## config.mk

```make
export PLATFORM = sky130hd
export DESIGN_NAME = pattern_match_line_column_core_flat
export DESIGN_NICKNAME = d
export VERILOG_FILES = /design/src/design/pmlc_pkg.sv /design/src/design/pmlc_in_if.sv /design/src/design/pmlc_out_if.sv /design/src/design/pattern_match_line_column_core.sv /design/src/design/pmlc_cell.sv /design/src/design/pmlc_out_buf.sv /design/src/flat_wrapper.sv
export VERILOG_INCLUDE_DIRS = /design/src /design/src/design
export SDC_FILE = /design/constraint.sdc
export NUM_CORES = 1
export LEC_CHECK = 0
export BUFFER_PORTS_ARGS = -buffer_cell sky130_fd_sc_hd__buf_2
export CAP_MARGIN = 20
export CORE_MARGIN = 1.5
export CORE_UTILIZATION = 40
export DETAILED_ROUTE_END_ITERATION = 8
export REMOVE_ABC_BUFFERS = 1
export SYNTH_ARGS = -nofsm -noshare
export SYNTH_HDL_FRONTEND = slang
export SYNTH_HIERARCHICAL = 1
export SYNTH_SLANG_ARGS = --single-unit
export TNS_END_PERCENT = 10
```

## constraint.sdc

```tcl
create_clock -name clk -period 16.4 [get_ports clk]
set_clock_uncertainty 0.2 [all_clocks]
set_input_delay 1.64 -clock clk [delete_from_list [all_inputs] [get_ports clk]]
set_output_delay 1.64 -clock clk [all_outputs]
set_load 0.01 [all_outputs]
```

## src/design/pattern_match_line_column_core_macros.svh

```systemverilog
// Assertion macros used by the pattern search output buffer.
`ifndef PATTERN_MATCH_LINE_COLUMN_CORE_MACROS_SVH
`define PATTERN_MATCH_LINE_COLUMN_CORE_MACROS_SVH

// Checks a condition at every clock edge outside reset.
`define PMLC_ASSERT(lbl, cond, msg) \
  lbl: assert property (@(posedge clk) disable iff (!rst_n) (cond)) else $error(msg);

// Checks that a condition in one cycle is followed by another in the next cycle.
`define PMLC_ASSERT_NEXT(lbl, ante, cons, msg) \
  lbl: assert property (@(posedge clk) disable iff (!rst_n) (ante) |=> (cons)) else $error(msg);

`endif

```

## src/design/pmlc_pkg.sv

```systemverilog
// Package with the types and constants of the pattern search core.
`default_nettype none

package pmlc_pkg;

  localparam int unsigned BYTE_W     = 8;
  localparam int unsigned CFG_DATA_W = 64;
  localparam int unsigned LEN_W      = 4;
  localparam int unsigned OUT_W      = 24;

  localparam logic [BYTE_W-1:0] NEWLINE_BYTE = 8'h0A;

  typedef logic [0:0] cfg_idx_t;
  localparam cfg_idx_t CFG_PATTERN_BYTES  = 1'b0;
  localparam cfg_idx_t CFG_PATTERN_LENGTH = 1'b1;

  typedef struct packed {
    logic              shift_en;
    logic              active;
    logic [BYTE_W-1:0] want;
  } cell_ctrl_t;

  typedef struct packed {
    logic [OUT_W-1:0] occurrence_number;
    logic [OUT_W-1:0] start_line;
    logic [OUT_W-1:0] start_column;
  } result_t;

  typedef struct packed {
    logic push;
    logic pending;
  } buf_ctrl_t;

endpackage

`default_nettype wire

```

## src/design/pmlc_in_if.sv

```systemverilog
// Stream interface that carries text bytes into the core.
`default_nettype none

interface pmlc_in_if;
  import pmlc_pkg::*;

  logic              valid;
  logic              ready;
  logic [BYTE_W-1:0] text_byte;

  modport source (output valid, output text_byte, input ready);
  modport sink (input valid, input text_byte, output ready);
endinterface

`default_nettype wire

```

## src/design/pmlc_out_if.sv

```systemverilog
// Stream interface that carries match results out of the core.
`default_nettype none

interface pmlc_out_if;
  import pmlc_pkg::*;

  logic             valid;
  logic             ready;
  logic [OUT_W-1:0] occurrence_number;
  logic [OUT_W-1:0] start_line;
  logic [OUT_W-1:0] start_column;

  modport source (output valid, output occurrence_number, output start_line,
                  output start_column, input ready);
  modport sink (input valid, input occurrence_number, input start_line,
                input start_column, output ready);
endinterface

`default_nettype wire

```

## src/design/pattern_match_line_column_core.sv

```systemverilog
// Top level of the fixed-string search core with line and column tracking.
// The input channel in_ch takes one text byte per transfer; the result channel out_ch
// gives one result for each completed occurrence of the pattern: the running occurrence
// number and the line and column of the occurrence's first byte.
// The pattern is written through the cfg_ port: index 0 holds up to eight pattern bytes,
// first byte lowest, and index 1 holds the pattern length.
// The user writes the configuration only while no transfer is in progress; unenforced.
// A byte is taken in every cycle in which in_ch.ready is high; the history is a chain of
// cells that shifts once per transfer, and all cells compare in the following cycle.
// The cells register the completing byte; its result is then registered for out_ch.
// Reset clears the history, sets the line and column to one, the occurrence count to zero,
// the pattern to all zero bytes and the length to one.
// Results wait in a head register and a skid register; while both are held, or the head is
// stalled with a compare still due, in_ch.ready is low.
// Line, column and occurrence counters saturate at their maximum.
`default_nettype none

module pattern_match_line_column_core #(
  parameter int unsigned MAX_PATTERN  = 8,
  parameter int unsigned COUNTER_BITS = 24
) (
  input  wire logic                              clk,
  input  wire logic                              rst_n,
  input  wire logic                              cfg_wr_en,
  input  wire pmlc_pkg::cfg_idx_t                cfg_index,
  input  wire logic [pmlc_pkg::CFG_DATA_W-1:0]   cfg_data,
  pmlc_in_if.sink                                in_ch,
  pmlc_out_if.source                             out_ch
);
  import pmlc_pkg::*;

  localparam int unsigned IDX_W  = (MAX_PATTERN > 1) ? $clog2(MAX_PATTERN) : 1;
  localparam int unsigned WIDE_W = (COUNTER_BITS > OUT_W) ? COUNTER_BITS : OUT_W;
  localparam logic [COUNTER_BITS-1:0] CNT_MAX = {COUNTER_BITS{1'b1}};
  localparam logic [COUNTER_BITS-1:0] CNT_ONE = COUNTER_BITS'(1);

  logic [CFG_DATA_W-1:0]   pattern_r;
  logic [LEN_W-1:0]        len_r;
  logic [LEN_W-1:0]        len_m1;
  logic [COUNTER_BITS-1:0] line_r;
  logic [COUNTER_BITS-1:0] line_nxt;
  logic [COUNTER_BITS-1:0] col_r;
  logic [COUNTER_BITS-1:0] col_nxt;
  logic [COUNTER_BITS-1:0] count_r;
  logic [COUNTER_BITS-1:0] count_nxt;
  logic                    eval_r;
  logic                    in_xfer;
  logic                    hit;
  logic                    space_ok;

  logic [BYTE_W-1:0]       q_byte [MAX_PATTERN];
  logic                    q_valid [MAX_PATTERN];
  logic [COUNTER_BITS-1:0] q_line [MAX_PATTERN];
  logic [COUNTER_BITS-1:0] q_col [MAX_PATTERN];
  logic [MAX_PATTERN-1:0]  cell_ok;

  logic [WIDE_W-1:0] occ_wide;
  logic [WIDE_W-1:0] line_wide;
  logic [WIDE_W-1:0] col_wide;
  result_t           result;
  buf_ctrl_t         buf_ctrl;

  always_ff @(posedge clk) begin
    if (!rst_n) begin
      pattern_r <= '0;
      len_r     <= LEN_W'(1);
    end else if (cfg_wr_en) begin
      case (cfg_index)
        CFG_PATTERN_BYTES:  pattern_r <= cfg_data;
        CFG_PATTERN_LENGTH: len_r     <= cfg_data[LEN_W-1:0];
        default: ;
      endcase
    end
  end

  always_comb begin
    if (len_r == '0) begin
      len_m1 = '0;
    end else if (len_r > LEN_W'(MAX_PATTERN)) begin
      len_m1 = LEN_W'(MAX_PATTERN - 1);
    end else begin
      len_m1 = len_r - LEN_W'(1);
    end
  end

  assign in_xfer     = in_ch.valid && in_ch.ready;
  assign in_ch.ready = space_ok;

  always_comb begin
    line_nxt = line_r;
    col_nxt  = col_r;
    if (in_xfer) begin
      if (in_ch.text_byte == NEWLINE_BYTE) begin
        line_nxt = (line_r == CNT_MAX) ? line_r : line_r + CNT_ONE;
        col_nxt  = CNT_ONE;
      end else begin
        col_nxt = (col_r == CNT_MAX) ? col_r : col_r + CNT_ONE;
      end
    end
  end

  always_ff @(posedge clk) begin
    if (!rst_n) begin
      line_r  <= CNT_ONE;
      col_r   <= CNT_ONE;
      count_r <= '0;
      eval_r  <= 1'b0;
    end else begin
      line_r  <= line_nxt;
      col_r   <= col_nxt;
      count_r <= hit ? count_nxt : count_r;
      eval_r  <= in_xfer;
    end
  end

  for (genvar i = 0; i < MAX_PATTERN; i++) begin : g_cell
    logic [LEN_W-1:0] diff;
    cell_ctrl_t       ctrl;

    assign diff          = len_m1 - LEN_W'(i);
    assign ctrl.shift_en = in_xfer;
    assign ctrl.active   = (LEN_W'(i) <= len_m1);
    assign ctrl.want     = pattern_r[{diff[2:0], 3'b000} +: BYTE_W];

    if (i == 0) begin : g_head
      pmlc_cell #(.COUNTER_BITS(COUNTER_BITS)) u_cell (
        .clk     (clk),
        .rst_n   (rst_n),
        .ctrl    (ctrl),
        .d_byte  (in_ch.text_byte),
        .d_valid (1'b1),
        .d_line  (line_r),
        .d_col   (col_r),
        .q_byte  (q_byte[i]),
        .q_valid (q_valid[i]),
        .q_line  (q_line[i]),
        .q_col   (q_col[i]),
        .ok      (cell_ok[i])
      );
    end else begin : g_body
      pmlc_cell #(.COUNTER_BITS(COUNTER_BITS)) u_cell (
        .clk     (clk),
        .rst_n   (rst_n),
        .ctrl    (ctrl),
        .d_byte  (q_byte[i-1]),
        .d_valid (q_valid[i-1]),
        .d_line  (q_line[i-1]),
        .d_col   (q_col[i-1]),
        .q_byte  (q_byte[i]),
        .q_valid (q_valid[i]),
        .q_line  (q_line[i]),
        .q_col   (q_col[i]),
        .ok      (cell_ok[i])
      );
    end
  end

  assign hit       = eval_r && (&cell_ok);
  assign count_nxt = (count_r == CNT_MAX) ? count_r : count_r + CNT_ONE;

  assign occ_wide  = WIDE_W'(count_nxt);
  assign line_wide = WIDE_W'(q_line[len_m1[IDX_W-1:0]]);
  assign col_wide  = WIDE_W'(q_col[len_m1[IDX_W-1:0]]);

  assign result.occurrence_number = occ_wide[OUT_W-1:0];
  assign result.start_line        = line_wide[OUT_W-1:0];
  assign result.start_column      = col_wide[OUT_W-1:0];

  assign buf_ctrl.push    = hit;
  assign buf_ctrl.pending = eval_r;

  pmlc_out_buf u_out_buf (
    .clk       (clk),
    .rst_n     (rst_n),
    .ctrl      (buf_ctrl),
    .push_data (result),
    .space_ok  (space_ok),
    .out_ch    (out_ch)
  );

endmodule

`default_nettype wire

```

## src/design/pmlc_cell.sv

```systemverilog
// One history cell: holds a byte with its position and compares it with a pattern byte.
`default_nettype none

module pmlc_cell #(
  parameter int unsigned COUNTER_BITS = 24
) (
  input  wire logic                      clk,
  input  wire logic                      rst_n,
  input  wire pmlc_pkg::cell_ctrl_t      ctrl,
  input  wire logic [7:0]                d_byte,
  input  wire logic                      d_valid,
  input  wire logic [COUNTER_BITS-1:0]   d_line,
  input  wire logic [COUNTER_BITS-1:0]   d_col,
  output logic [7:0]                     q_byte,
  output logic                           q_valid,
  output logic [COUNTER_BITS-1:0]        q_line,
  output logic [COUNTER_BITS-1:0]        q_col,
  output logic                           ok
);
  import pmlc_pkg::*;

  logic [BYTE_W-1:0]       byte_r;
  logic                    valid_r;
  logic [COUNTER_BITS-1:0] line_r;
  logic [COUNTER_BITS-1:0] col_r;

  always_ff @(posedge clk) begin
    if (!rst_n) begin
      valid_r <= 1'b0;
    end else if (ctrl.shift_en) begin
      valid_r <= d_valid;
    end
  end

  always_ff @(posedge clk) begin
    if (ctrl.shift_en) begin
      byte_r <= d_byte;
      line_r <= d_line;
      col_r  <= d_col;
    end
  end

  assign q_byte  = byte_r;
  assign q_valid = valid_r;
  assign q_line  = line_r;
  assign q_col   = col_r;
  assign ok      = !ctrl.active || (valid_r && (byte_r == ctrl.want));

endmodule

`default_nettype wire

```

## src/design/pmlc_out_buf.sv

```systemverilog
// Two-entry result buffer: a head register that drives the result channel, with a skid register behind it.
`default_nettype none

`include "pattern_match_line_column_core_macros.svh"

module pmlc_out_buf (
  input  wire logic                  clk,
  input  wire logic                  rst_n,
  input  wire pmlc_pkg::buf_ctrl_t   ctrl,
  input  wire pmlc_pkg::result_t     push_data,
  output logic                       space_ok,
  pmlc_out_if.source                 out_ch
);
  import pmlc_pkg::*;

  logic    out_valid_r;
  logic    out_valid_nxt;
  logic    skid_valid_r;
  logic    skid_valid_nxt;
  result_t out_data_r;
  result_t out_data_nxt;
  result_t skid_data_r;
  result_t skid_data_nxt;
  logic    pop;
  logic    head_busy;

  assign pop = out_valid_r && out_ch.ready;

  always_comb begin
    out_valid_nxt  = out_valid_r;
    skid_valid_nxt = skid_valid_r;
    out_data_nxt   = out_data_r;
    skid_data_nxt  = skid_data_r;
    if (pop) begin
      if (skid_valid_r) begin
        out_data_nxt   = skid_data_r;
        skid_valid_nxt = 1'b0;
      end else begin
        out_valid_nxt = 1'b0;
      end
    end
    head_busy = out_valid_nxt;
    if (ctrl.push) begin
      if (!head_busy) begin
        out_valid_nxt = 1'b1;
        out_data_nxt  = push_data;
      end else begin
        skid_valid_nxt = 1'b1;
        skid_data_nxt  = push_data;
      end
    end
  end

  always_ff @(posedge clk) begin
    if (!rst_n) begin
      out_valid_r  <= 1'b0;
      skid_valid_r <= 1'b0;
    end else begin
      out_valid_r  <= out_valid_nxt;
      skid_valid_r <= skid_valid_nxt;
    end
  end

  always_ff @(posedge clk) begin
    out_data_r  <= out_data_nxt;
    skid_data_r <= skid_data_nxt;
  end

  assign space_ok = !skid_valid_r && !(ctrl.pending && out_valid_r && !out_ch.ready);

  assign out_ch.valid             = out_valid_r;
  assign out_ch.occurrence_number = out_data_r.occurrence_number;
  assign out_ch.start_line        = out_data_r.start_line;
  assign out_ch.start_column      = out_data_r.start_column;

  `PMLC_ASSERT(a_skid_behind_head, !skid_valid_r || out_valid_r, "Skid entry held without a head entry.")
  `PMLC_ASSERT(a_no_overflow, !(ctrl.push && skid_valid_r), "Result pushed while both entries are full.")
  `PMLC_ASSERT_NEXT(a_drain, pop && !skid_valid_r && !ctrl.push, !out_valid_r, "Buffer failed to empty after the last transfer.")

endmodule

`default_nettype wire
```

## src/flat_wrapper.sv

```systemverilog
// flat-port wrapper written by rule: the top's interface ports become plain ports
module pattern_match_line_column_core_flat import pmlc_pkg::*;
#(
  parameter int unsigned MAX_PATTERN  = 8,
  parameter int unsigned COUNTER_BITS = 24
)
  (clk, rst_n, cfg_wr_en, cfg_index, cfg_data, in_ch_valid, in_ch_text_byte, in_ch_ready, out_ch_valid, out_ch_occurrence_number, out_ch_start_line, out_ch_start_column, out_ch_ready);
  pmlc_in_if in_ch_i ();
  pmlc_out_if out_ch_i ();
  input  wire logic clk;
  input  wire logic rst_n;
  input  wire logic cfg_wr_en;
  input  wire pmlc_pkg::cfg_idx_t cfg_index;
  input  wire logic [pmlc_pkg::CFG_DATA_W-1:0] cfg_data;
  input wire logic [$bits(in_ch_i.valid)-1:0] in_ch_valid;
  input wire logic [$bits(in_ch_i.text_byte)-1:0] in_ch_text_byte;
  output wire logic [$bits(in_ch_i.ready)-1:0] in_ch_ready;
  output wire logic [$bits(out_ch_i.valid)-1:0] out_ch_valid;
  output wire logic [$bits(out_ch_i.occurrence_number)-1:0] out_ch_occurrence_number;
  output wire logic [$bits(out_ch_i.start_line)-1:0] out_ch_start_line;
  output wire logic [$bits(out_ch_i.start_column)-1:0] out_ch_start_column;
  input wire logic [$bits(out_ch_i.ready)-1:0] out_ch_ready;
  assign in_ch_i.valid = in_ch_valid;
  assign in_ch_i.text_byte = in_ch_text_byte;
  assign in_ch_ready = in_ch_i.ready;
  assign out_ch_valid = out_ch_i.valid;
  assign out_ch_occurrence_number = out_ch_i.occurrence_number;
  assign out_ch_start_line = out_ch_i.start_line;
  assign out_ch_start_column = out_ch_i.start_column;
  assign out_ch_i.ready = out_ch_ready;
  pattern_match_line_column_core #(.MAX_PATTERN(MAX_PATTERN), .COUNTER_BITS(COUNTER_BITS)) u_core (.clk(clk), .rst_n(rst_n), .cfg_wr_en(cfg_wr_en), .cfg_index(cfg_index), .cfg_data(cfg_data), .in_ch(in_ch_i), .out_ch(out_ch_i));
endmodule
```

==> out/qor.yml <==
status: "completed"
rows: 104
hold_class: "flop to flop"
reg2reg_depth: 18
min_period_over_period: 0.416
dr.pass1.iters: 6
initial_core_util: 0.406
dieArea_mm2: 0.0839
regToRegSetupSlack_ns: 9.59
drv_cap: 0
netlist_top_cells_count: "edfxtp_1 (520), nand2_1 (347), dfxtp_1 (223), mux2i_1 (159), nor2_1 (117)"
syn_avg_cell_area_um2: 13.1
path_class: "flop to flop"
yosys-top-cells-area: "edfxtp_1 (47%), dfxtp_1 (14%), mux4_2 (5.9%)"
netlist_area_mm2: 0.0329
ir_worst_vdd_uv: 95.4
grt_usage: 0.185
rsz0062_at_grt: "false"
worstHoldStart: "u_core/g_cell[4].g_body.u_cell/q_line[8]"
cp-end-kind: "flop"
fp.coreArea_mm2: 0.0809
clk_latency_ns: 0.63
synth_seq_cells: 743
worst_pin_slew_ns: 1.06
portBuffers: 151
cts_sinks: 743
synth_top_area_share: 0.475
grt_max_degree: 167
drt_iter0_drc: 1914
hold_ws_ns: 0.244
diodes: 0
synth_most_common_cell: "edfxtp_1"
hold-path-cell-count: 0
grt_pass1_vias: 21200
place_area_mm2: 0.0346
htree_levels: 3
slew_headroom: 0.291
wirelength_um: 78300
grt_pass1_wl_um: 122000
hpwl_um: 48300
hold_buffers: 0
r2r-start: "u_core/len_r[0]"
power-per-cell-area_mw_per_mm2: 132
drive_gt1_frac: 0.204
setup_violations: 0
grt-ovfl-total: 0
finalMaxSlewViolations: 0
io_pins: 152
vias_per_cell: 5.64
clk_pin_slew_ns: 0.06
fin_crit_ns: 6.81
cp_data_arrival_time_ns: 7.06
gp_routability_congestion: 0.831
tns_ns: 0
ys.flop_type: "edfxtp_1"
dieWidth_um: 290
cp.required_ns: 16.65
synth_edf_count: 520
yosys.area.top_type: "edfxtp_1"
die_h_um: 290
cp-start-kind: "flop"
post_cts_buffers: 0
drc: 0
areaGrowthSynthToFinish_pct: 13.8
hold_viol_final: 0
post_drt_wl_per_cell_um: 20.9
fmax_ghz: 0.147
total_power_mw: 4.93
cts_max_path_buffers: 3
layout.nets: 2707
stdcell_area_mm2: 0.0374
power_leakage_nw: 13.1
numCtsBuffers: 79
synth_cell_types: 67
synth-async-reset-ratio: 0
critPathLaunch: "u_core/len_r[0]"
worstPathMaxFanout: 70
cts_tree: "yes"
vias: 21100
synth_cells: 2512
cts-root-buf: "clkbuf_16"
ys.warnings.count: 6
ant_nets: 0
yosysSeqAreaShare: 0.611
cts_resized: 0
antenna_found_initial: 0
[metrics by stage]
step | instances | worst slack, ns | utilization
2_1_floorplan | 2355 | -0.275 | -
6_report | 3749 | 9.59 | 0.462
3_3_place_gp | 3593 | 8.64 | 0.427
4_1_cts | 3742 | 8.36 | 0.460
3_5_place_dp | 3594 | 8.38 | 0.427
5_1_grt | 3749 | 9.12 | 0.462
[power by group]
group | internal, mW | total [mW] | switching, mW | leakage (nW)
clock | 1.10 | 1.86 | 0.758 | 1.30
combinational | 0.345 | 0.773 | 0.428 | 4.90
sequential | 2.18 | 2.30 | 0.116 | 6.87
total | 3.63 | 4.93 | 1.30 | 13.1
[per-layer routing]
layer  GRT usage  vias up  wire length [um]
met1       0.260    10600             35400
met3      0.0305      118              4040
met5           0        -                 0
li1            -     9822                 -
met4      0.0574        0              1810
met2       0.295      614             37100
[registers in the layout (all words and copies together), names as in the netlist]
signal / flops
u_core/line_r: 24
u_core/g_cell.g_body.u_cell/q_col: 168
u_core/g_cell.g_head.u_cell/q_byte: 8
u_core/g_cell.g_body.u_cell/q_byte: 56
u_core/len_r: 4
u_core/u_out_buf/out_ch.occurrence_number: 24
u_core/col_r: 24
u_core/g_cell.g_head.u_cell/q_valid: 1
u_core/g_cell.g_body.u_cell/q_valid: 7
u_core/g_cell.g_head.u_cell/q_line: 24
u_core/eval_r: 1
u_core/g_cell.g_body.u_cell/q_line: 168
u_core/count_r: 24
u_core/u_out_buf/skid_valid_r: 1
u_core/pattern_r: 64
u_core/u_out_buf/out_ch.start_column: 24
u_core/g_cell.g_head.u_cell/q_col: 24
u_core/u_out_buf/out_ch.start_line: 24
u_core/u_out_buf/out_ch.valid: 1
u_core/u_out_buf/skid_data_r: 72
[final timing paths]
path / to
worst max-delay path: u_core/u_out_buf/out_ch.occurrence_number[23]
worst min-delay path: u_core/g_cell[5].g_body.u_cell/q_line[8]
worst max register to register: u_core/u_out_buf/out_ch.occurrence_number[23]
worst min register to register: u_core/g_cell[5].g_body.u_cell/q_line[8]
[cell families (layout without fill, tap and decap cells)]
group	Yosys count	after routing	share of synthesized area
AOI/OAI and AO/OA	428	428	0.108
xor gates and xnor gates	100	100	0.0269
adders and majority gates	9	9	0.00335
buffers and inverters	254	430	0.0335
DFF	743	743	0.611
muxes	294	294	0.124
other	1	2	0.000114
and+or+nand+nor	683	683	0.0934
[critical path, stage by stage (launching register included)]
cell and delay [ns]:
dfxtp_1 0.35, inv_1 0.09, ha_1 0.25, nor2b_1 0.17
maj3_2 0.39, inv_8 0.47, a21o_2 0.33, buf_12 0.26
mux4_2 0.54, mux2_2 0.29, xnor2_1 0.16, nand4_1 0.22
o31ai_2 0.26, nand3_1 0.12, or3_1 0.60, inv_1 0.38
a21boi_4 0.38, buf_4 0.86, a221oi_1 0.22
[cell type report]
cell class	instances	area, um2
flip-flops and latches	743	20100
clock inverters	40	529
multi-input cells	1516	11800
fillers	7268	43500
inverters	96	377
clock buffers	108	2180
repair buffers	186	1130
well taps	1060	1330
[layout by cell type, fill, tap and decap left out, types with 12 or more instances in the layout]
| master | count |
|---|---|
| mux2i_1 | 159 |
| nand2_1 | 346 |
| or4_1 | 15 |
| or3_1 | 27 |
| buf_2 | 152 |
| buf_4 | 26 |
| clkbuf_16 | 81 |
| a21oi_1 | 110 |
| xnor2_1 | 87 |
| inv_1 | 92 |
| o22ai_1 | 72 |
| edfxtp_1 | 520 |
| o31ai_1 | 12 |
| nand4_1 | 30 |
| nor4_1 | 12 |
| a32o_1 | 46 |
| clkbuf_1 | 22 |
| nor3_1 | 17 |
| dfxtp_1 | 222 |
| a221oi_2 | 70 |
| mux2_2 | 49 |
| o21ai_0 | 21 |
| mux4_2 | 86 |
| a221oi_1 | 48 |
| nor2_1 | 114 |
| nand3_1 | 62 |
(Power assumes the default switching activity.)
